==> src/qrs_pkg.sv <==
// ----------------------------------------------------------------------------
// qrs_pkg
// Shared widths, case codes and sideband types for the quadratic root solver.
// ----------------------------------------------------------------------------
package qrs_pkg;

  localparam int CoefW   = 32;
  localparam int RootW   = 64;
  localparam int DiscW   = 66;
  localparam int RadW    = 100;
  localparam int SqrtN   = RadW / 2;
  localparam int SqRemW  = SqrtN + 2;
  localparam int NumW    = 67;
  localparam int DenW    = 32;
  localparam int NegW    = 52;

  typedef enum logic [2:0] {
    KIND_NONE = 3'd0,
    KIND_INF  = 3'd1,
    KIND_LIN  = 3'd2,
    KIND_DBL  = 3'd3,
    KIND_TWO  = 3'd4
  } kind_t;

  localparam logic [1:0] CNT_NONE = 2'd0;
  localparam logic [1:0] CNT_ONE  = 2'd1;
  localparam logic [1:0] CNT_TWO  = 2'd2;
  localparam logic [1:0] CNT_INF  = 2'd3;

  typedef struct packed {
    kind_t                   kind;
    logic signed [CoefW-1:0] a;
    logic signed [CoefW-1:0] b;
    logic signed [CoefW-1:0] c;
  } sq_side_t;

  typedef struct packed {
    kind_t kind;
    logic  neg1;
    logic  neg2;
  } dv_side_t;

  function automatic logic [CoefW-1:0] mag32(input logic [CoefW-1:0] v);
    return v[CoefW-1] ? (~v + 1'b1) : v;
  endfunction

endpackage

==> src/qrs_sqrt_cell.sv <==
// ----------------------------------------------------------------------------
// qrs_sqrt_cell
// One digit of the integer square root: takes two radicand bits, decides one
// root bit, and hands radicand, remainder and partial root to the next cell.
// ----------------------------------------------------------------------------
module qrs_sqrt_cell
  import qrs_pkg::*;
(
  input  logic              clk,
  input  logic              en,
  input  logic [RadW-1:0]   rad_i,
  input  logic [SqRemW-1:0] rem_i,
  input  logic [SqrtN-1:0]  root_i,
  output logic [RadW-1:0]   rad_o,
  output logic [SqRemW-1:0] rem_o,
  output logic [SqrtN-1:0]  root_o
);

  logic [SqRemW+1:0] rem_sh;
  logic [SqRemW+1:0] trial;
  logic              ge;
  logic [SqRemW+1:0] diff;

  assign rem_sh = {rem_i, rad_i[RadW-1 -: 2]};
  assign trial  = {{(SqRemW-SqrtN){1'b0}}, root_i, 2'b01};
  assign ge     = rem_sh >= trial;
  assign diff   = rem_sh - trial;

  always_ff @(posedge clk) begin
    if (en) begin
      rad_o  <= {rad_i[RadW-3:0], 2'b00};
      rem_o  <= ge ? diff[SqRemW-1:0] : rem_sh[SqRemW-1:0];
      root_o <= {root_i[SqrtN-2:0], ge};
    end
  end

endmodule

==> config.mk <==
export PLATFORM = sky130hd
export DESIGN_NAME = qrs_sqrt_cell
export DESIGN_NICKNAME = d
export VERILOG_FILES = /design/src/qrs_pkg.sv /design/src/qrs_sqrt_cell.sv
export SDC_FILE = /design/constraint.sdc
export NUM_CORES = 1
export LEC_CHECK = 0
export BUFFER_PORTS_ARGS = -buffer_cell sky130_fd_sc_hd__buf_2
export CAP_MARGIN = 20
export CORE_MARGIN = 1
export CORE_UTILIZATION = 28
export DETAILED_ROUTE_END_ITERATION = 16
export GPL_TIMING_DRIVEN = 0
export PLACE_DENSITY_LB_ADDON = 0.3
export SLEW_MARGIN = 25
export SYNTH_ARGS = -nofsm -noshare
export SYNTH_HDL_FRONTEND = slang
export SYNTH_SLANG_ARGS = --single-unit
export TNS_END_PERCENT = 100
==> constraint.sdc <==
create_clock -name clk -period 4.4 [get_ports clk]
set_input_delay 0.88 -clock clk [delete_from_list [all_inputs] [get_ports clk]]
set_output_delay 0.88 -clock clk [all_outputs]
set_load 0.01 [all_outputs]
==> Yosys cells after proc, flatten, opt, wreduce, memory -nomap -nowiden <==
Cells that the tools add are included.
{ "totals": {"register_bits": 200, "in_bits": 204, "output_inout_bits": 202} }
{ "op_classes": {"n_addsub": 1, "n_lt_le_gt_ge": 1, "n_mux": 1} }
{ "ops": {"columns": ["operator", "n"], "rows": [
  ["greater-or-equal comparator 54 x 52 -> 1 bit", 1],
  ["two-way mux 52 bit", 1],
  ["subtractor 52 bit", 1]
]} }

==> Depth between registers and ports, before layout <==
{ "logic_depth": {"word_depth": 2, "depth_mapped": 14} }

==> Worst setup path after synthesis <==
Ideal clock, no wire load.
{ "synth_timing": {"path_kind": "in2reg", "startpoint": "input root_i[0]", "endpoint": "register rem_o[13] (data pin)", "setup_time_ns": 0.262, "arrival_time_ns": 3.063, "required_time_ns": 4.138, "setup_slack_ns": 1.075, "cell_stages": 12, "cell_sequence": "inv_1 -> ha_1 -> nor2b_1 -> o211ai_1 -> nand3b_1 -> a21oi_2 -> a21oi_2 -> o31ai_2 -> o31ai_4 -> a21oi_4 -> buf_6 -> mux2_1"} }
{ "synth_via": {"elab_chain_len": 2} }
{ "synth_rtl": {"columns": ["element", "line_no", "text"], "rows": [
  ["from (decl)", "qrs_sqrt_cell.sv:13", "input logic [SqrtN-1:0] root_i,"],
  ["subtractor 52 bit / greater-or-equal comparator 54 x 52 -> 1 bit (equally long branches)", "qrs_sqrt_cell.sv:27, qrs_sqrt_cell.sv:26", null],
  ["two-way mux 52 bit (*)", "qrs_sqrt_cell.sv:32", "rem_o <= ge ? diff[SqRemW-1:0] : rem_sh[SqRemW-1:0];"],
  ["to (signal assigned)", "qrs_sqrt_cell.sv:32", null],
  ["to (decl)", "qrs_sqrt_cell.sv:15", "output logic [SqRemW-1:0] rem_o,"]
]} }
Every way passes the cells marked *; elsewhere a longest branch is shown, timed or not.
A chain may end at the register's enable or synchronous reset.

==> Final worst setup path <==
{ "layout_timing": {"startpoint": "input root_i[0]", "endpoint": "register rem_o[36] (data pin)"} }
Same word-level chain as after synthesis.

==> metrics.md <==
| Metric | Value |
|---|---|
| Setup TNS | `0 ns` |
| Worst Slack Setup Final | `0.5699 ns` |
| Power Dens Cells | `384.3 nW/um^2` |
| Most frequent cells in the layout | `422 x buf_2, 200 x edfxtp_1, 88 x nand2_1, 66 x inv_1, 66 x o21ai_0` |
| Initial antenna violation count | `1` |
| Die area | `about 36000 um^2` |
| Crit. End Element | `register` |
| GRT busiest layer | `met2` |
| Share of power burned in the clock network | `32.2%` |
| Post-DP HPWL | `24.17 mm` |
| GPL Wtd Cong | `0.8157` |
| Final wirelength | `slightly above 30 mm` |
| Max FO, Critical Path | `10` |
| Cell repeated most along the worst path | `a21oi_2` |
| Final instance area | `13150 um^2` |
| Switch share | `between 20% and 30%` |
| Cell family with most CP delay | `compound AO/OA/AOI/OAI gates` |
| Max VDD drop | `0.0002739 V` |
| Placement Setup Slack | `-0.05305 ns` |
| Worst path max stage delay | `0.50 ns` |
| Grt met2 use | `30.21%` |
| Num ports | `between 400 and 500` |
| H-tree levels | `4` |
| Relative slew slack | `58.10%` |
| CTS resizes | `0` |
| Post-route insts no fill | `1722` |
| Placed inst area | `~13000 um^2` |
| Critical Path RT | `4.61 ns` |
| DR WL/cell | `17.64 um` |
| Final Critical Period | `about 3.8 ns` |
| Starting density of the core | `28.55%` |
| Chip height | `189.9 um` |
| Post-route DRC | `0` |
| Sink Count | `200` |
| Commonest non-fill, non-tap cell in the layout | `buf_2` |
| Largest net degree at the start of global routing | `100` |
| Via count of the first global-routing pass | `~8000` |
| Drt first pass iters | `5` |
| Worst-Margin Slew | `0.6219 ns` |
| Gr usage total | `16.53%` |
| Sequential cell area fraction in the yosys report | `60.75%` |
| Fin. max-slew vios | `0` |
| Synthesis-stage register bit count | `200` |
| First-pass GRT wire length | `44.89 mm` |
| Flop pwr share | `47.0%` |
| Synth Area per Inst | `11.95 um^2` |
| Critical-path top delay cell | `o31ai_2` |
| Die X | `189.9 um` |
| Internal | `3.567 mW` |
| Crit Path Class | `primary input to register` |
| Synth Flop Type | `edfxtp_1` |
| Status | `finished, final reports clean` |
| TritonCTS clock tree | `yes` |
| Count of buffer and inverter cells on the critical path | `3` |
| CP Data Arrival Time | `4.04 ns` |
| Core Util, Final | `37.99%` |
| Met1 Usage GRT | `18.44%` |
| Fraction of layout cells with a size suffix above 1 | `37.23%` |
| Area Growth Syn to Fin | `33.06%` |
| Root buf cell | `clkbuf_16` |
| Via count | `7977` |
| Grt total ovfl | `0` |
| Vias per cell | `4.632` |
| # Post-CTS Setup Buffers | `0` |
| Num CTS Buffers | `17` |
| Ys Warns | `0` |
| Fmax | `261.1 MHz` |
| Worst-path clk slew | `0.08 ns` |
| Unrepaired setup endpoints after global routing | `no` |
| Port Buf Inserts | `just over 400` |
| Post-synthesis cell type count | `65` |
| Leak pwr | `5.772 nW` |
| Layout Nets | `roughly 1500` |
| Post-synthesis async set-or-reset flop share | `0%` |
| Met3 usage | `between 5 and 6%` |
| Final Hold Fails | `0` |
| Psw | `about 1.5 mW` |
| Core area | `34630 um^2` |
| Final Setup Violations | `0` |
| # rows | `just under 70` |
| Antenna Nets Post-Route | `0` |
| Clock Path Buffers | `2` |
| Comb pwr share | `20.8%` |
| Max-Cap Viols | `0` |
| CP Launch Type | `primary input` |
| Final worst-path cycle share | `around 87%` |
| Synthesized area | `9886 um^2` |
| Cells along the critical path | `buf_2, inv_1, ha_1, nor2b_1, o211ai_1, nand3b_1, a21oi_2, a21oi_2, o31ai_2, o31ai_4, a21oi_4, buf_6, mux2_1` |
| Synth Instances | `~830` |
| Post-synth EDFFs | `200` |
| DR iter-0 viols | `403` |
| Hold Path Class | `primary input to register` |
| CTS hold repair buffers | `0` |
| Placed Instances | `1688` |
==> power groups by stage <==
stage	combinational [mW]	sequential (mW)	clock [mW]
6_report	1.05	2.38	1.63
2_1_floorplan	0.455	2.53	0
5_1_grt	1.17	2.40	1.73
3_5_place_dp	1.06	2.42	0
4_1_cts	1.07	2.38	1.68
3_3_place_gp	1.05	2.43	0
==> cell type report <==
type / instances / area [um^2]
clock inverters: 15 / 182.7
inverters: 66 / 247.7
multi-input cells: 524 / 3453
repair buffers: 405 / 2082
diodes: 2 / 5.005
fillers: 3496 / 21470
clock buffers: 17 / 425.4
plain buffers: 38 / 182.7
flip-flops and latches: 200 / 6006
well taps: 455 / 569.3
==> cells in the mapped netlist (all sizes together), types with 6 or more instances <==
master  instances  area share (%)
buf            23             1.3
clkbuf         15            0.57
xnor2          25             2.2
nand3          13            0.66
nor2           29             1.1
o21bai          7            0.53
o21ai          75             3.8
a21o           31             2.4
ha             52             6.6
inv            66             2.5
nand2b          6            0.38
edfxtp        200              61
nand2          88             3.3
and3            7            0.44
nand4          18             1.1
a21oi          64             3.4
nor3           10            0.51
xor2           24             2.1
==> cells by family (layout without fill, tap and decap cells) <==
family	after synthesis	after routing	share of synthesized area, %
buffers and inverters	104	541	4.354
XOR/XNOR	49	49	4.341
other	1	4	0.03793
AO/OA/AOI/OAI	222	222	14.09
multiplexers	5	5	0.5442
AND/OR/NAND/NOR	194	194	9.303
flip-flops	200	200	60.75
adder cells (fa/ha/maj)	52	52	6.581
==> through the flow <==
step	hold slack (ns)	total power [mW]
3_3_place_gp	1.057	3.479
2_1_floorplan	0.9789	2.989
3_5_place_dp	1.058	3.487
6_report	0.5898	5.055
5_1_grt	0.5689	5.295
4_1_cts	0.5631	5.125
==> flip-flops by register name, indices dropped and copies added, names as in the netlist <==
| name | count |
|---|---|
| rem_o | 52 |
| rad_o | 98 |
| root_o | 50 |
==> metal layers <==
metal | routed length (um) | vias up
met2 | 15780 | 298
li1 | - | 3887
met5 | 0 | -
met4 | 270 | 0
met1 | 11890 | 3771
met3 | 2442 | 21
==> path summary, 6_finish.rpt <==
| path | from | endpoint | slack [ns] | depth (start not counted) |
|---|---|---|---|---|
| min | rad_i[89] | rad_o[91] | 0.59 | 1 |
| max | root_i[0] | rem_o[36] | 0.57 | 13 |
No activity file was read; power rests on OpenSTA's default activity.
