<file path="config.mk">
export PLATFORM = sky130hd
export DESIGN_NAME = qrs_div_cell
export DESIGN_NICKNAME = d
export VERILOG_FILES = /design/src/qrs_pkg.sv /design/src/qrs_div_cell.sv
export SDC_FILE = /design/constraint.sdc
export NUM_CORES = 1
export LEC_CHECK = 0
export ABC_AREA = 1
export CAP_MARGIN = 30
export CORE_MARGIN = 1.5
export CORE_UTILIZATION = 35
export CTS_BUF_LIST = sky130_fd_sc_hd__clkbuf_8
export CTS_CLUSTER_DIAMETER = 50
export CTS_CLUSTER_SIZE = 28
export DETAILED_ROUTE_END_ITERATION = 8
export DONT_BUFFER_PORTS = 1
export GPL_ROUTABILITY_DRIVEN = 0
export SLEW_MARGIN = 20
export SYNTH_ARGS = -nofsm -noshare
export SYNTH_HDL_FRONTEND = slang
export SYNTH_SLANG_ARGS = --single-unit
export TNS_END_PERCENT = 1
</file>
<file path="constraint.sdc">
create_clock -name clk -period 2.7 [get_ports clk]
set_input_delay 0.27 -clock clk [delete_from_list [all_inputs] [get_ports clk]]
set_output_delay 0.27 -clock clk [all_outputs]
set_load 0.02 [all_outputs]
</file>
<file path="src/qrs_pkg.sv">
// ----------------------------------------------------------------------------
// qrs_pkg
// Shared widths, case codes and sideband types for the quadratic root solver.
// ----------------------------------------------------------------------------
package qrs_pkg;

  localparam int CoefW   = 32;
  localparam int RootW   = 64;
  localparam int DiscW   = 66;
  localparam int RadW    = 100;
  localparam int SqrtN   = RadW / 2;
  localparam int SqRemW  = SqrtN + 2;
  localparam int NumW    = 67;
  localparam int DenW    = 32;
  localparam int NegW    = 52;

  typedef enum logic [2:0] {
    KIND_NONE = 3'd0,
    KIND_INF  = 3'd1,
    KIND_LIN  = 3'd2,
    KIND_DBL  = 3'd3,
    KIND_TWO  = 3'd4
  } kind_t;

  localparam logic [1:0] CNT_NONE = 2'd0;
  localparam logic [1:0] CNT_ONE  = 2'd1;
  localparam logic [1:0] CNT_TWO  = 2'd2;
  localparam logic [1:0] CNT_INF  = 2'd3;

  typedef struct packed {
    kind_t                   kind;
    logic signed [CoefW-1:0] a;
    logic signed [CoefW-1:0] b;
    logic signed [CoefW-1:0] c;
  } sq_side_t;

  typedef struct packed {
    kind_t kind;
    logic  neg1;
    logic  neg2;
  } dv_side_t;

  function automatic logic [CoefW-1:0] mag32(input logic [CoefW-1:0] v);
    return v[CoefW-1] ? (~v + 1'b1) : v;
  endfunction

endpackage

</file>
<file path="src/qrs_div_cell.sv">
// ----------------------------------------------------------------------------
// qrs_div_cell
// One step of restoring division: shifts in one numerator bit, decides one
// quotient bit, and hands the partial result to the next cell.
// ----------------------------------------------------------------------------
module qrs_div_cell
  import qrs_pkg::*;
(
  input  logic            clk,
  input  logic            en,
  input  logic [NumW-1:0] num_i,
  input  logic [DenW-1:0] den_i,
  input  logic [DenW-1:0] rem_i,
  input  logic [NumW-1:0] quo_i,
  output logic [NumW-1:0] num_o,
  output logic [DenW-1:0] den_o,
  output logic [DenW-1:0] rem_o,
  output logic [NumW-1:0] quo_o
);

  logic [DenW:0] sh;
  logic [DenW:0] diff;
  logic          ge;

  assign sh   = {rem_i, num_i[NumW-1]};
  assign ge   = sh >= {1'b0, den_i};
  assign diff = sh - {1'b0, den_i};

  always_ff @(posedge clk) begin
    if (en) begin
      num_o <= {num_i[NumW-2:0], 1'b0};
      den_o <= den_i;
      rem_o <= ge ? diff[DenW-1:0] : sh[DenW-1:0];
      quo_o <= {quo_i[NumW-2:0], ge};
    end
  end

endmodule

</file>
* After elaboration in Yosys (flattened, before gate mapping) *
Index checks and enable logic that the tools add are counted.

storage, ports and cells
  word-level logic and storage cells = 7
  register bits = 197
  output and inout port bits = 198
  input bits = 200

cells by class
  add/sub/neg operators = 1
  order comparisons = 1
  muxes and demuxes = 1

operator list
  operator          number
  $ge A33 B32 Y1    1
  $mux W32          1
  $sub A32 B32 Y32  1

* Longest topological paths before layout *
  depth after elaboration = 2
  gate-level depth with buffers = 16
  gate-level depth less buffers = 14

* Worst setup path before layout *
No wires, ideal clock.

  path kind = input port to flip-flop
  from = input num_i[66]
  to = register rem_o[16] (data pin)
  library setup time = 0.252 ns
  arrival time = 1.630 ns
  stages on the path = 13
  buffers on the path = 0
  path slack = 0.817 ns
  cells stage by stage = inv_1 ha_1 fa_1 inv_1 nand3_1 nand3_1 nand2_1 nand3_1 nand3_1 nand2_1 nand2_1 nand3_2 nand2_1

between the ends
  cells in the longest elaborated chain, start to end = 2

ends and longest elaborated chain
  element                                             RTL line                                source
  start, declared                                     qrs_div_cell.sv:11                      input logic [NumW-1:0] num_i,
  $sub A32 B32 Y32 or $ge A33 B32 Y1 (tied branches)  qrs_div_cell.sv:27, qrs_div_cell.sv:26
  $mux W32 (*)                                        qrs_div_cell.sv:33                      rem_o <= ge ? diff[DenW-1:0] : sh[DenW-1:0];
  end signal, assigned                                qrs_div_cell.sv:33
  end, declared                                       qrs_div_cell.sv:17                      output logic [DenW-1:0] rem_o,

Mark *: on every way between the ends. The rest lies on a longest branch, timed or not.
A chain may end at the register's enable or synchronous reset.

* Final worst setup path *
  from = input den_i[23]
  to = register rem_o[14] (data pin)

between the ends
  cells in the longest elaborated chain, start to end = 2

ends and longest elaborated chain
  element          RTL line            source
  start, declared  qrs_div_cell.sv:12  input logic [DenW-1:0] den_i,
  $ge A33 B32 Y1   qrs_div_cell.sv:26  assign ge = sh >= {1'b0, den_i};
  $mux W32         qrs_div_cell.sv:33

Every way passes these cells.

==> summary.md <==
| Metric | Value |
|---|---|
| Run status | finished, violations left |
| Failing checks | hold timing |
| Reg clk slew, reported paths | 0.12 ns |
| VDD IR-drop max | 0.321 mV |
| Largest net degree at the start of global routing | 198 |
| Critical path class | in -> reg |
| Hold Path Class | in -> reg |
| Pre-antenna DRT Iters | 6 |
| Initial DRC Count | 458 |
| GR Overflow Total | 0 |
| Die height | 164 um |
| First-pass GRT wire length | 36400 um |
| Area growth syn-to-layout | 29.6% |
| Setup total negative slack | 0 ns |
| Antenna Nets Post-Route | 0 |
| Fin Hold WS | -0.0910 ns |
| WL final | 25700 um |
| Final count of hold timing violations | 29 |
| Tot GR Track Use | 18.3% |
| Layout cell share with drive strength beyond 1 | 6.28% |
| Fin. max-slew vios | 0 |
| Worst slew pin tran | 0.530 ns |
| Yosys reg bits | 197 |
| Die Span X | 164 um |
| Mean Syn Cell Area | 10.7 um2 |
| Row count | 58 |
| CTS Buf Count | 17 |
| Dpl cells | 1172 |
| Largest cells by area after synthesis | edfxtp_1 65%, nand2_1 11%, inv_1 6.1% |
| # hold bufs at CTS | 193 |
| Ys Warns | 0 |
| Clk buf depth | 2 |
| Final core utilization | 46.5% |
| Worst setup path endpoint | rem_o[14] |
| Pleak | 0.00512 uW |
| Final Cycle Share | 70.7% |
| CTS tree | built |
| Synth area leader | edfxtp_1 |
| Area of the die | 27000 um2 |
| Final Net Count | 1287 |
| Top FF cell, synth | edfxtp_1 |
| CTS root buffer | clkbuf_8 |
| Vias in the first global route | 6286 |
| Synth Instances | 851 |
| Post-synthesis sequential area ratio | 64.9% |
| Flop pwr share | 58.8% |
| CP required | 2.92 ns |
| Clk sink count | 197 |
| DR WL/cell | 18.4 um |
| Post-Syn Area | 9120 um2 |
| Sw frac | 31.8% |
| Starting Density | 35.9% |
| Initial antenna violation count | 1 |
| EDFF count, synth | 197 |
| Clock power share | 28.2% |
| RSZ-0062 raised after global routing | no |
| Max-cap violations | 0 |
| DR DRC count | 0 |
| PwrDens | 605 nW/um2 |
| DP HPWL | 18200 um |
| Setup violators final | 0 |
| Synth async-reset ratio | 0% |
| Port bufs | 0 |
| Tmin final | 1.91 ns |
| Fmax | 524 MHz |
| Area of the core | 25400 um2 |
| Syn nets | 1084 |
| Critical path peak fanout | 35 |
| Vias/cell | 4.59 |
| Combinational Power Share | 13.0% |
| Worst slew margin | 64.7% |
| Crit path capture type | flip-flop |
| Netlist cell types | 31 |
| Fillers | 2366 |
| Critical Path AT | 2.13 ns |
| Internal power | 4870 uW |
| Post_cts resized | 0 |
| CP Launch Point | den_i[23] |
| Total number of vias | 6414 |
| Switch Pwr | 2270 uW |
| Post-CTS Setup Bufs | 0 |
| Final non-filler cell total | 1397 |
| Critical Path Start Type | input pin |
| # IOs | 398 |
| H-tree depth | 4 |
| Synth top area share | 64.9% |
| Diode count | 0 |
## power by group through the flow
stage               Combinational (uW)  Sequential (uW)  Clock (uW)
CTS                                936             4210        2090
floorplan                          558             4200           0
global placement                   690             4280           0
global route                      1050             4220        2190
detailed placement                 696             4280           0
finish                             931             4200        2010
## kinds of logic after synthesis
logic type / after synthesis / synth area share [%]
flip-flops: 197 / 64.9
buffers and inverters: 163 / 7.23
AND/OR/NAND/NOR: 419 / 20.6
adder cells (fa/ha/maj): 33 / 4.61
XOR/XNOR: 14 / 1.34
other: 1 / 0.0411
AO/OA/AOI/OAI: 24 / 1.34
## per-stage QoR
step	power [uW]	area [um2]	worst slack [ns]	hold WS, ns
finish	7150	11800	0.791	-0.0910
global route	7470	11800	0.608	-0.123
CTS	7230	11800	0.797	-0.126
floorplan	4760	9120	0.817	0.369
global placement	4970	9460	0.268	0.369
detailed placement	4970	9460	0.257	0.369
## per-layer routing
| layer | up-vias | part of all wire (%) | routed length (um) | global-route usage [%] |
|---|---|---|---|---|
| li1 | 3163 | - | - | - |
| met1 | 2959 | 39 | 9920 | 20.4 |
| met2 | 257 | 53 | 13600 | 34.5 |
| met3 | 35 | 6.4 | 1650 | 4.14 |
| met4 | 0 | 2.0 | 505 | 5.90 |
| met5 | - | 0 | 0 | 0 |
## worst max-delay path, cell delays in order
cell and delay (ns):
inv_1 0.03, ha_1 0.37, nand2_1 0.14, nor2_1 0.08
nand2_1 0.11, nor2_2 0.06, nand2_1 0.07, nand3_1 0.10
nor2_4 0.41, nand2_8 0.25, nand2_1 0.14, nand2_1 0.07
## cell usage after synthesis, types with 2 or more instances
| library cell | count |
|---|---|
| nand2_1 | 276 |
| edfxtp_1 | 197 |
| inv_1 | 149 |
| nand3_1 | 52 |
| nor2_1 | 34 |
| ha_1 | 32 |
| a21oi_1 | 21 |
| nand3_2 | 16 |
| xor2_1 | 13 |
| nand3b_1 | 10 |
| and2_1 | 8 |
| buf_2 | 7 |
| nor3_1 | 6 |
| nor2_2 | 5 |
| nand2_2 | 4 |
| inv_2 | 3 |
| nand4_1 | 2 |
| nor3_2 | 2 |
| o21ai_0 | 2 |
## area by class of cell
class                           count  area, um2  share of cell area, %
Clock buffer                       17        234                   1.98
Tap cell                          330        413                   3.49
Sequential cell                   197       5920                   50.1
Timing Repair Buffer              195       1950                   16.5
Multi-Input combinational cell    491       2550                   21.5
Inverter                          152        571                   4.83
Clock inverter                     15        193                   1.63
## cell usage in the layout (no fill, tap or decap), types with 6 or more instances in the layout
cell type,instances
nand2_1,276
edfxtp_1,197
dlygate4sd3_1,193
inv_1,149
nand3_1,52
nor2_1,34
ha_1,32
a21oi_1,21
clkbuf_8,17
nand3_2,16
xor2_1,13
nand3b_1,10
and2_1,8
nor3_1,6
## state kept, by name (all words and copies together), names as in the netlist
| signal | count |
|---|---|
| rem_o | 32 |
| num_o | 66 |
| quo_o | 67 |
| den_o | 32 |
## worst min path at each step
stage | start | endpoint | slack, ns | cells after the start
after floorplan | den_i[0] | den_o[0] | 0.37 | 0
after global placement | quo_i[26] | quo_o[27] | 0.37 | 0
after detailed placement | quo_i[24] | quo_o[25] | 0.37 | 0
after CTS | en | rem_o[28] | -0.13 | 0
after global routing | en | rem_o[28] | -0.12 | 0
final | en | rem_o[28] | -0.09 | 0
Note: power is estimated with default switching activity, not from simulation.
